File: config.mk
export PLATFORM = sky130hd
export DESIGN_NAME = sixteen_bit_instruction_decoder_core_flat
export DESIGN_NICKNAME = d
export VERILOG_FILES = /design/src/rtl/sbid_pkg.sv /design/src/rtl/sbid_in_if.sv /design/src/rtl/sbid_out_if.sv /design/src/rtl/sbid_stage.sv /design/src/rtl/sbid_decode.sv /design/src/rtl/sixteen_bit_instruction_decoder_core.sv /design/src/flat_wrapper.sv
export VERILOG_INCLUDE_DIRS = /design/src /design/src/rtl
export SDC_FILE = /design/constraint.sdc
export NUM_CORES = 1
export LEC_CHECK = 0
export ABC_AREA = 1
export BUFFER_PORTS_ARGS = -buffer_cell sky130_fd_sc_hd__buf_2
export CORE_UTILIZATION = 48
export DETAILED_ROUTE_END_ITERATION = 10
export PLACE_DENSITY = 0.77
export SLEW_MARGIN = 0
export SYNTH_ARGS = -nofsm -noshare
export SYNTH_HDL_FRONTEND = slang
export SYNTH_SLANG_ARGS = --single-unit
File: constraint.sdc
create_clock -name clk -period 3.55 [get_ports clk]
set_input_delay 1.065 -clock clk [delete_from_list [all_inputs] [get_ports clk]]
set_output_delay 1.065 -clock clk [all_outputs]
set_load 0.02 [all_outputs]
File: src/rtl/sixteen_bit_instruction_decoder_core_defines.svh
// Assertion macros shared by the decoder RTL.
`ifndef SIXTEEN_BIT_INSTRUCTION_DECODER_CORE_DEFINES_SVH
`define SIXTEEN_BIT_INSTRUCTION_DECODER_CORE_DEFINES_SVH
`ifndef SYNTHESIS
// check an implication on every rising clock edge outside reset
`define SBID_ASSERT(lbl, clk, rst_n, prop) \
  lbl: assert property (@(posedge clk) disable iff (!rst_n) prop) \
    else $error("sbid assertion failed");
// check that a condition never holds outside reset
`define SBID_ASSERT_NEVER(lbl, clk, rst_n, cond) \
  lbl: assert property (@(posedge clk) disable iff (!rst_n) !(cond)) \
    else $error("sbid forbidden condition seen");
`else
`define SBID_ASSERT(lbl, clk, rst_n, prop)
`define SBID_ASSERT_NEVER(lbl, clk, rst_n, cond)
`endif
`endif

File: src/rtl/sbid_pkg.sv
// Types and constants of the sixteen-bit instruction decoder.
package sbid_pkg;

  localparam int unsigned InstrWidth = 16;

  typedef enum logic [4:0] {
    OP_AND     = 5'd0,
    OP_OR      = 5'd1,
    OP_ADD     = 5'd2,
    OP_SUB     = 5'd3,
    OP_MULT    = 5'd4,
    OP_XOR     = 5'd5,
    OP_LSL     = 5'd6,
    OP_LSR     = 5'd7,
    OP_LSL8    = 5'd8,
    OP_LSR8    = 5'd9,
    OP_ASL     = 5'd10,
    OP_ASR     = 5'd11,
    OP_SETF    = 5'd12,
    OP_CLRF    = 5'd13,
    OP_SAVEF   = 5'd14,
    OP_RSTRF   = 5'd15,
    OP_INC     = 5'd16,
    OP_DEC     = 5'd17,
    OP_LOAD    = 5'd18,
    OP_STORE   = 5'd19,
    OP_SETLO   = 5'd20,
    OP_SETHI   = 5'd21,
    OP_SWI     = 5'd22,
    OP_RTI     = 5'd23,
    OP_RETURN  = 5'd24,
    OP_BRANCHR = 5'd25,
    OP_BRANCH  = 5'd26,
    OP_CALL    = 5'd27
  } op_t;

  localparam logic [3:0] GRP_CALL  = 4'h2;
  localparam logic [3:0] GRP_MISC  = 4'h3;
  localparam logic [3:0] SUB_SETF  = 4'h6;
  localparam logic [3:0] SUB_SAVEF = 4'h7;

  localparam logic [15:0] SWI_MASK    = 16'hfff0;
  localparam logic [15:0] SWI_BASE    = 16'h1100;
  localparam logic [15:0] RTI_WORD    = 16'h1110;
  localparam logic [15:0] RETURN_WORD = 16'h1111;

  typedef struct packed {
    op_t        operation;
    logic [3:0] dest_reg;
    logic [3:0] src_a_reg;
    logic [3:0] src_b_reg;
    logic [7:0] imm_byte;
    logic [5:0] imm_amount;
    logic [4:0] five_bit_field;
    logic [3:0] branch_cond;
    logic [3:0] interrupt_number;
  } sbid_result_t;

  localparam int unsigned ResultWidth = $bits(sbid_result_t);

endpackage

File: src/rtl/sbid_in_if.sv
// Instruction channel interface.
interface sbid_in_if;
  logic        valid;
  logic        ready;
  logic [15:0] instruction;

  modport source (output valid, output instruction, input ready);
  modport sink (input valid, input instruction, output ready);
endinterface

File: src/rtl/sbid_out_if.sv
// Decoded result channel interface.
interface sbid_out_if;
  logic       valid;
  logic       ready;
  logic [4:0] operation;
  logic [3:0] dest_reg;
  logic [3:0] src_a_reg;
  logic [3:0] src_b_reg;
  logic [7:0] imm_byte;
  logic [5:0] imm_amount;
  logic [4:0] five_bit_field;
  logic [3:0] branch_cond;
  logic [3:0] interrupt_number;

  modport source (
    output valid, output operation, output dest_reg, output src_a_reg,
    output src_b_reg, output imm_byte, output imm_amount,
    output five_bit_field, output branch_cond, output interrupt_number,
    input ready
  );
  modport sink (
    input valid, input operation, input dest_reg, input src_a_reg,
    input src_b_reg, input imm_byte, input imm_amount,
    input five_bit_field, input branch_cond, input interrupt_number,
    output ready
  );
endinterface

File: src/rtl/sbid_stage.sv
// Pipeline register stage with valid/ready handshake.
module sbid_stage #(
  parameter int unsigned W = 16
) (
  input  logic         clk,
  input  logic         rst_n,
  input  logic         up_valid,
  output logic         up_ready,
  input  logic [W-1:0] up_data,
  output logic         dn_valid,
  input  logic         dn_ready,
  output logic [W-1:0] dn_data
);

  logic         valid_r;
  logic         valid_nxt;
  logic [W-1:0] data_r;

  assign up_ready  = !valid_r || dn_ready;
  assign valid_nxt = up_valid || (valid_r && !dn_ready);

  always_ff @(posedge clk) begin
    if (!rst_n) begin
      valid_r <= 1'b0;
    end else if (up_ready) begin
      valid_r <= valid_nxt;
    end
  end

  always_ff @(posedge clk) begin
    if (up_valid && up_ready) begin
      data_r <= up_data;
    end
  end

  assign dn_valid = valid_r;
  assign dn_data  = data_r;

endmodule

File: src/rtl/sbid_decode.sv
// Combinational decode of one instruction word into operation and fields.
module sbid_decode
  import sbid_pkg::*;
(
  input  logic [15:0]  instr,
  output sbid_result_t res
);

  logic [3:0] top;
  logic [3:0] n2;
  logic [3:0] n1;
  logic [3:0] n0;

  assign top = instr[15:12];
  assign n2  = instr[11:8];
  assign n1  = instr[7:4];
  assign n0  = instr[3:0];

  always_comb begin
    res = '0;
    res.operation = OP_AND;
    case (top) inside
      [4'h8:4'hd]: begin
        res.operation = op_t'({1'b0, 4'(top - 4'h8)});
        res.dest_reg  = n2;
        res.src_a_reg = n1;
        res.src_b_reg = n0;
      end
      GRP_MISC: begin
        case (n1) inside
          [4'h0:4'h5]: begin
            res.operation = op_t'(5'(OP_LSL) + {1'b0, n1});
            res.dest_reg  = n2;
            res.src_b_reg = n0;
          end
          SUB_SETF: begin
            res.operation      = instr[11] ? OP_CLRF : OP_SETF;
            res.five_bit_field = {instr[8], n0};
          end
          SUB_SAVEF: begin
            res.operation = instr[3] ? OP_RSTRF : OP_SAVEF;
            res.dest_reg  = n2;
          end
          default: begin
            res.operation  = instr[6] ? OP_DEC : OP_INC;
            res.dest_reg   = n2;
            res.imm_amount = instr[5:0];
          end
        endcase
      end
      [4'h4:4'h7]: begin
        res.operation      = instr[13] ? OP_STORE : OP_LOAD;
        res.dest_reg       = n2;
        res.src_b_reg      = n0;
        res.five_bit_field = {instr[12], n1};
      end
      [4'he:4'hf]: begin
        res.operation = instr[12] ? OP_SETHI : OP_SETLO;
        res.dest_reg  = n2;
        res.imm_byte  = instr[7:0];
      end
      GRP_CALL: begin
        res.operation = OP_CALL;
        res.imm_byte  = instr[11:4];
        res.src_b_reg = n0;
      end
      default: begin
        if ((instr & SWI_MASK) == SWI_BASE) begin
          res.operation        = OP_SWI;
          res.interrupt_number = n0;
        end else if (instr == RTI_WORD) begin
          res.operation = OP_RTI;
        end else if (instr == RETURN_WORD) begin
          res.operation = OP_RETURN;
        end else if (!instr[12]) begin
          res.operation   = OP_BRANCHR;
          res.branch_cond = n2;
          res.imm_byte    = instr[7:0];
        end else begin
          res.operation   = OP_BRANCH;
          res.branch_cond = n2;
          res.src_b_reg   = n0;
        end
      end
    endcase
  end

endmodule

File: src/rtl/sixteen_bit_instruction_decoder_core.sv
// Top level of the sixteen-bit instruction decoder.
//
//   channel  | modport           | payload
//   in_bus   | sbid_in_if.sink   | instruction[15:0]
//   out_bus  | sbid_out_if.source| operation and eight operand fields
//
// One instruction word enters per cycle unless a stall fills both registers;
// its result passes the input register, decode and result register.
// Synchronous active-low reset empties both registers; no clearing pass.
// A stalled result holds in the result register while the input register
// still takes one more beat; ready falls only when both are full.
`include "sixteen_bit_instruction_decoder_core_defines.svh"
module sixteen_bit_instruction_decoder_core
  import sbid_pkg::*;
(
  input  logic              clk,
  input  logic              rst_n,
  sbid_in_if.sink           in_bus,
  sbid_out_if.source        out_bus
);

  logic                   s1_valid;
  logic                   s1_ready;
  logic [InstrWidth-1:0]  s1_instr;
  sbid_result_t           dec_res;
  sbid_result_t           out_res;
  logic [ResultWidth-1:0] out_bits;

  sbid_stage #(.W(InstrWidth)) u_in_stage (
    .clk      (clk),
    .rst_n    (rst_n),
    .up_valid (in_bus.valid),
    .up_ready (in_bus.ready),
    .up_data  (in_bus.instruction),
    .dn_valid (s1_valid),
    .dn_ready (s1_ready),
    .dn_data  (s1_instr)
  );

  sbid_decode u_decode (
    .instr (s1_instr),
    .res   (dec_res)
  );

  sbid_stage #(.W(ResultWidth)) u_out_stage (
    .clk      (clk),
    .rst_n    (rst_n),
    .up_valid (s1_valid),
    .up_ready (s1_ready),
    .up_data  (dec_res),
    .dn_valid (out_bus.valid),
    .dn_ready (out_bus.ready),
    .dn_data  (out_bits)
  );

  assign out_res                  = sbid_result_t'(out_bits);
  assign out_bus.operation        = out_res.operation;
  assign out_bus.dest_reg         = out_res.dest_reg;
  assign out_bus.src_a_reg        = out_res.src_a_reg;
  assign out_bus.src_b_reg        = out_res.src_b_reg;
  assign out_bus.imm_byte         = out_res.imm_byte;
  assign out_bus.imm_amount       = out_res.imm_amount;
  assign out_bus.five_bit_field   = out_res.five_bit_field;
  assign out_bus.branch_cond      = out_res.branch_cond;
  assign out_bus.interrupt_number = out_res.interrupt_number;

  `SBID_ASSERT(a_in_to_s1, clk, rst_n, (in_bus.valid && in_bus.ready) |=> s1_valid)
  `SBID_ASSERT(a_s1_to_out, clk, rst_n, (s1_valid && s1_ready) |=> out_bus.valid)
  `SBID_ASSERT_NEVER(a_op_range, clk, rst_n, out_bus.valid && (out_bus.operation > 5'(OP_CALL)))
  `SBID_ASSERT(a_rti_clean, clk, rst_n, (out_bus.valid && out_bus.operation == 5'(OP_RTI)) |-> (out_bits[ResultWidth-6:0] == '0))

endmodule

File: src/flat_wrapper.sv
// flat-port wrapper written by rule: the top's interface ports become plain ports
module sixteen_bit_instruction_decoder_core_flat import sbid_pkg::*;
  (clk, rst_n, in_bus_valid, in_bus_instruction, in_bus_ready, out_bus_valid, out_bus_operation, out_bus_dest_reg, out_bus_src_a_reg, out_bus_src_b_reg, out_bus_imm_byte, out_bus_imm_amount, out_bus_five_bit_field, out_bus_branch_cond, out_bus_interrupt_number, out_bus_ready);
  sbid_in_if in_bus_i ();
  sbid_out_if out_bus_i ();
  input  logic clk;
  input  logic rst_n;
  input wire logic [$bits(in_bus_i.valid)-1:0] in_bus_valid;
  input wire logic [$bits(in_bus_i.instruction)-1:0] in_bus_instruction;
  output wire logic [$bits(in_bus_i.ready)-1:0] in_bus_ready;
  output wire logic [$bits(out_bus_i.valid)-1:0] out_bus_valid;
  output wire logic [$bits(out_bus_i.operation)-1:0] out_bus_operation;
  output wire logic [$bits(out_bus_i.dest_reg)-1:0] out_bus_dest_reg;
  output wire logic [$bits(out_bus_i.src_a_reg)-1:0] out_bus_src_a_reg;
  output wire logic [$bits(out_bus_i.src_b_reg)-1:0] out_bus_src_b_reg;
  output wire logic [$bits(out_bus_i.imm_byte)-1:0] out_bus_imm_byte;
  output wire logic [$bits(out_bus_i.imm_amount)-1:0] out_bus_imm_amount;
  output wire logic [$bits(out_bus_i.five_bit_field)-1:0] out_bus_five_bit_field;
  output wire logic [$bits(out_bus_i.branch_cond)-1:0] out_bus_branch_cond;
  output wire logic [$bits(out_bus_i.interrupt_number)-1:0] out_bus_interrupt_number;
  input wire logic [$bits(out_bus_i.ready)-1:0] out_bus_ready;
  assign in_bus_i.valid = in_bus_valid;
  assign in_bus_i.instruction = in_bus_instruction;
  assign in_bus_ready = in_bus_i.ready;
  assign out_bus_valid = out_bus_i.valid;
  assign out_bus_operation = out_bus_i.operation;
  assign out_bus_dest_reg = out_bus_i.dest_reg;
  assign out_bus_src_a_reg = out_bus_i.src_a_reg;
  assign out_bus_src_b_reg = out_bus_i.src_b_reg;
  assign out_bus_imm_byte = out_bus_i.imm_byte;
  assign out_bus_imm_amount = out_bus_i.imm_amount;
  assign out_bus_five_bit_field = out_bus_i.five_bit_field;
  assign out_bus_branch_cond = out_bus_i.branch_cond;
  assign out_bus_interrupt_number = out_bus_i.interrupt_number;
  assign out_bus_i.ready = out_bus_ready;
  sixteen_bit_instruction_decoder_core u_core (.clk(clk), .rst_n(rst_n), .in_bus(in_bus_i), .out_bus(out_bus_i));
endmodule
==> impl_summary.txt <==
----------------------------------------------------
[Setup path]
  Capturing element of the worst setup path ... in_bus_ready
  Endpoint class of the critical path ... primary output
  Class of the most critical setup path ... in -> out
  Setup slack of the most critical reg-to-reg path ... 1.40 ns
  Start point of the critical path ... out_bus_ready
  Crit path launch type ... primary input
  Maximum fanout along the worst path ... 3
  Req. time, crit path ... 2.48 ns
  Worst EP arrival ... 1.60 ns
  Source of the worst register-to-register timing path ... u_core.u_in_stage.dn_data[12]$_DFFE_PP_
  Destination of the worst register-to-register timing path ... u_core.u_out_stage.dn_data[6]$_SDFFCE_PP0P_
  Reg2Reg Depth ... 6

[Clocking]
  Clock root buffer ... sky130_fd_sc_hd__clkbuf_8
  Post-CTS setup repair buffer count ... 0
  Number of buffers added by the clock tree synthesis step ... 9
  Quantity of gates resized following cts ... 0
  Clock sink total ... 62
  CTS max path bufs ... 2
  Clock tree from TritonCTS ... yes
  Reg clk slew, reported paths ... 0.06 ns
  CTS H-tree depth ... 3
  Insertion delay to the later sink of the worst-skew pair ... 0.34 ns
  Number of hold buffers added after cts ... 0

[Finish]
  Nets ... 353
  Fraction of layout instances using a drive strength above 1 ... 30.9%
  Area Growth Syn to Fin ... 21.1%
  Post-route design area ... 3330 um2
  FILL cells ... 470
  Antenna diode instance count ... 0

[STA]
  Fin Setup TNS ... 0 ns
  RSZ-0062 raised after global routing ... no
  Fraction of the cycle the final worst path needs ... 75.0%
  Final hold violations ... 0
  Rel. slew slack ... 48.6%
  Worst Tran Pin Value ... 0.767 ns
  Count of pins over their slew limit ... 0
  Max Fclk ... 0.376 GHz
  Fin crit period ... 2.66 ns
  Final setup skew ... 0.00624 ns
  Final count of negative-setup-slack endpoints ... 0

[Floorplanning]
  Starting density of the core ... 49.9%
  Row count ... 27
  Die ar. ... 6030 um2
  Area of the core ... 5510 um2
  Number of placed I/O pins ... 66
  Die Wd ... 77.7 um
  Overall die height ... 77.7 um

[Yosys]
  Gate Count Post-Synth ... 258
  Share of synthesized area occupied by flip-flops and latches ... 67.0%
  Syn_area_per_cell ... 10.6 um2
  Number of nets produced by synthesis ... 279
  Distinct cells, synth ... 24
  Post-synthesis instance area ... 2750 um2
  Number of flip-flops and latches in the synthesized netlist ... 62
  Warning count from the yosys run ... 0

[Placed design]
  DP Wirelength ... 3.75 mm
  Number of port buffers ... 65
  Final estimated routing congestion in global placement ... 0.905
  Total cell area at the placement stage ... 3160 um2

[Global routing]
  Largest net degree at the start of global routing ... 45
  Wire length of the first global-routing pass ... 8.81 mm
  Total congestion overflow ... 0
  Overall Global Routing Usage ... 19.7%
  Number of antenna violations at the first check in global routing ... 0
  Number of global-route vias before repair ... 1812

[Routing]
  Number of DRC markers in iteration 0 ... 190
  Drt wl/cell ... 13.3 um
  Average via count per standard cell ... 5.01
  Routed vias ... 2049
  Post-detailed-route count of antenna-violating nets ... 0
  Number of search-and-repair iterations in the first detailed-routing pass ... 6
  Aggregate routed wire length ... 5.43 mm
  Drc violations ... 0

[Power and ir drop]
  Maximum vdd ir drop ... 300 uV
  Power per cell area ... 463 nW/um2
  Cell leakage power ... 1.42 nW

[Flow run]
  # Max-Cap Violations ... 0

[Worst hold path]
  Critical hold path startpoint ... u_core.u_out_stage.dn_valid$_SDFFE_PN0N_
  Class of the most critical hold timing path ... reg -> reg

[Status]
  Status ... finished clean

----------------------------------------------------
[power by group]
| part | switching (W) | total [W] | internal (W) | leakage, nW |
|---|---|---|---|---|
| clock | 0.000265 | 0.000510 | 0.000245 | 0.0700 |
| combinational | 0.000118 | 0.000169 | 0.0000511 | 0.740 |
| sequential | 0.0000188 | 0.000863 | 0.000844 | 0.609 |
[metal layers]
layer | up-vias | routed length, um | track usage (%) | share of wire (%)
met3 | 7 | 378 | 5.65 | 7.0
met2 | 92 | 2570 | 28.2 | 47
met1 | 929 | 2420 | 28.1 | 44
li1 | 1021 | - | - | -
met4 | 0 | 59 | 8.30 | 1.1
met5 | - | 0 | 0 | 0
[how the worst min path moves through the flow]
stage / end / cells after the start / slack [ns]
floorplan: u_core.u_out_stage.dn_valid$_SDFFE_PN0N_ / 2 / 0.47
global placement: u_core.u_out_stage.dn_valid$_SDFFE_PN0N_ / 2 / 0.51
detailed placement: u_core.u_out_stage.dn_valid$_SDFFE_PN0N_ / 2 / 0.52
CTS: u_core.u_out_stage.dn_valid$_SDFFE_PN0N_ / 2 / 0.53
global route: u_core.u_out_stage.dn_valid$_SDFFE_PN0N_ / 2 / 0.57
finish: u_core.u_out_stage.dn_valid$_SDFFE_PN0N_ / 2 / 0.53
[layout make-up]
| cell class | instances | area [um2] | area share (%) |
|---|---|---|---|
| inverter | 32 | 120 | 3.61 |
| clock inverter | 7 | 41.3 | 1.24 |
| timing repair buffer | 66 | 333 | 10.0 |
| multi-input combinational | 161 | 778 | 23.4 |
| clock buffer | 9 | 124 | 3.72 |
| tap | 72 | 90.1 | 2.71 |
| sequential | 62 | 1840 | 55.3 |
[logic make-up (layout without fill, tap and decap cells)]
logic type,count (synthesis),in the layout,synth area share [%]
flip-flops,62,62,67.0
adder cells (fa/ha/maj),1,1,0.455
buffers and inverters,35,114,5.05
AO/OA/AOI/OAI,39,39,7.92
AND/OR/NAND/NOR,121,121,19.5
[synthesized netlist by cell type]
library cell               count  area share (%)
sky130_fd_sc_hd__inv_1        23             3.1
sky130_fd_sc_hd__dfxtp_1       2             1.5
sky130_fd_sc_hd__inv_2         9             1.2
sky130_fd_sc_hd__nand3_1       4            0.73
sky130_fd_sc_hd__nand2_4       3             1.2
sky130_fd_sc_hd__edfxtp_1     60              66
sky130_fd_sc_hd__nor3_1        9             1.6
sky130_fd_sc_hd__nor2_2        3            0.68
sky130_fd_sc_hd__nor3_2        1            0.36
sky130_fd_sc_hd__nand3_4       1            0.64
sky130_fd_sc_hd__nor2_1       56             7.7
sky130_fd_sc_hd__o22ai_1       5             1.1
sky130_fd_sc_hd__a31oi_1       1            0.23
sky130_fd_sc_hd__nor2_4        1            0.41
sky130_fd_sc_hd__ha_1          1            0.46
sky130_fd_sc_hd__clkbuf_1      1            0.14
sky130_fd_sc_hd__a21oi_2       4             1.3
sky130_fd_sc_hd__o21ai_0       3            0.55
sky130_fd_sc_hd__o21ai_1      10             1.8
sky130_fd_sc_hd__nand2_1      41             5.6
sky130_fd_sc_hd__a21oi_1      16             2.9
sky130_fd_sc_hd__buf_4         2            0.55
sky130_fd_sc_hd__nand3_2       1            0.36
sky130_fd_sc_hd__nand2_2       1            0.23
[flip-flops by register name, summed over array words and instances (netlist names)]
| name | cells |
|---|---|
| u_core.u_out_stage.dn_valid | 1 |
| u_core.u_in_stage.dn_data | 16 |
| u_core.u_out_stage.dn_data | 44 |
| u_core.u_in_stage.dn_valid | 1 |
[critical path, stage by stage]
cell and delay, ns:
sky130_fd_sc_hd__buf_2 0.09, sky130_fd_sc_hd__inv_1 0.12, sky130_fd_sc_hd__nand3_1 0.13, sky130_fd_sc_hd__buf_2 0.19
[cell usage in the layout, fill, tap and decap left out]
| master | instances |
|---|---|
| sky130_fd_sc_hd__a21oi_1 | 15 |
| sky130_fd_sc_hd__a21oi_2 | 4 |
| sky130_fd_sc_hd__a21oi_4 | 1 |
| sky130_fd_sc_hd__a31oi_1 | 1 |
| sky130_fd_sc_hd__buf_2 | 65 |
| sky130_fd_sc_hd__buf_4 | 1 |
| sky130_fd_sc_hd__clkbuf_8 | 9 |
| sky130_fd_sc_hd__clkinv_1 | 3 |
| sky130_fd_sc_hd__clkinvlp_4 | 4 |
| sky130_fd_sc_hd__dfxtp_1 | 2 |
| sky130_fd_sc_hd__edfxtp_1 | 60 |
| sky130_fd_sc_hd__ha_1 | 1 |
| sky130_fd_sc_hd__inv_1 | 23 |
| sky130_fd_sc_hd__inv_2 | 9 |
| sky130_fd_sc_hd__nand2_1 | 41 |
| sky130_fd_sc_hd__nand2_2 | 1 |
| sky130_fd_sc_hd__nand2_4 | 3 |
| sky130_fd_sc_hd__nand3_1 | 4 |
| sky130_fd_sc_hd__nand3_2 | 1 |
| sky130_fd_sc_hd__nand3_4 | 1 |
| sky130_fd_sc_hd__nor2_1 | 56 |
| sky130_fd_sc_hd__nor2_2 | 3 |
| sky130_fd_sc_hd__nor2_4 | 1 |
| sky130_fd_sc_hd__nor3_1 | 9 |
| sky130_fd_sc_hd__nor3_2 | 1 |
| sky130_fd_sc_hd__o21ai_0 | 3 |
| sky130_fd_sc_hd__o21ai_1 | 10 |
| sky130_fd_sc_hd__o22ai_1 | 5 |
[per-stage QoR]
| stage | hold WS, ns | power, W | utilization, % | worst slack, ns | cells |
|---|---|---|---|---|---|
| after floorplan | 0.465 | 0.000992 | - | 0.712 | 258 |
| after detailed placement | 0.525 | 0.00105 | 57.4 | 0.891 | 393 |
| final | 0.534 | 0.00154 | 60.4 | 0.889 | 409 |
| after CTS | 0.534 | 0.00155 | 60.4 | 0.889 | 409 |
| after global routing | 0.568 | 0.00160 | 60.4 | 0.833 | 409 |
| after global placement | 0.510 | 0.00104 | 57.4 | 0.924 | 393 |
Power figures use the tool's default switching activity.
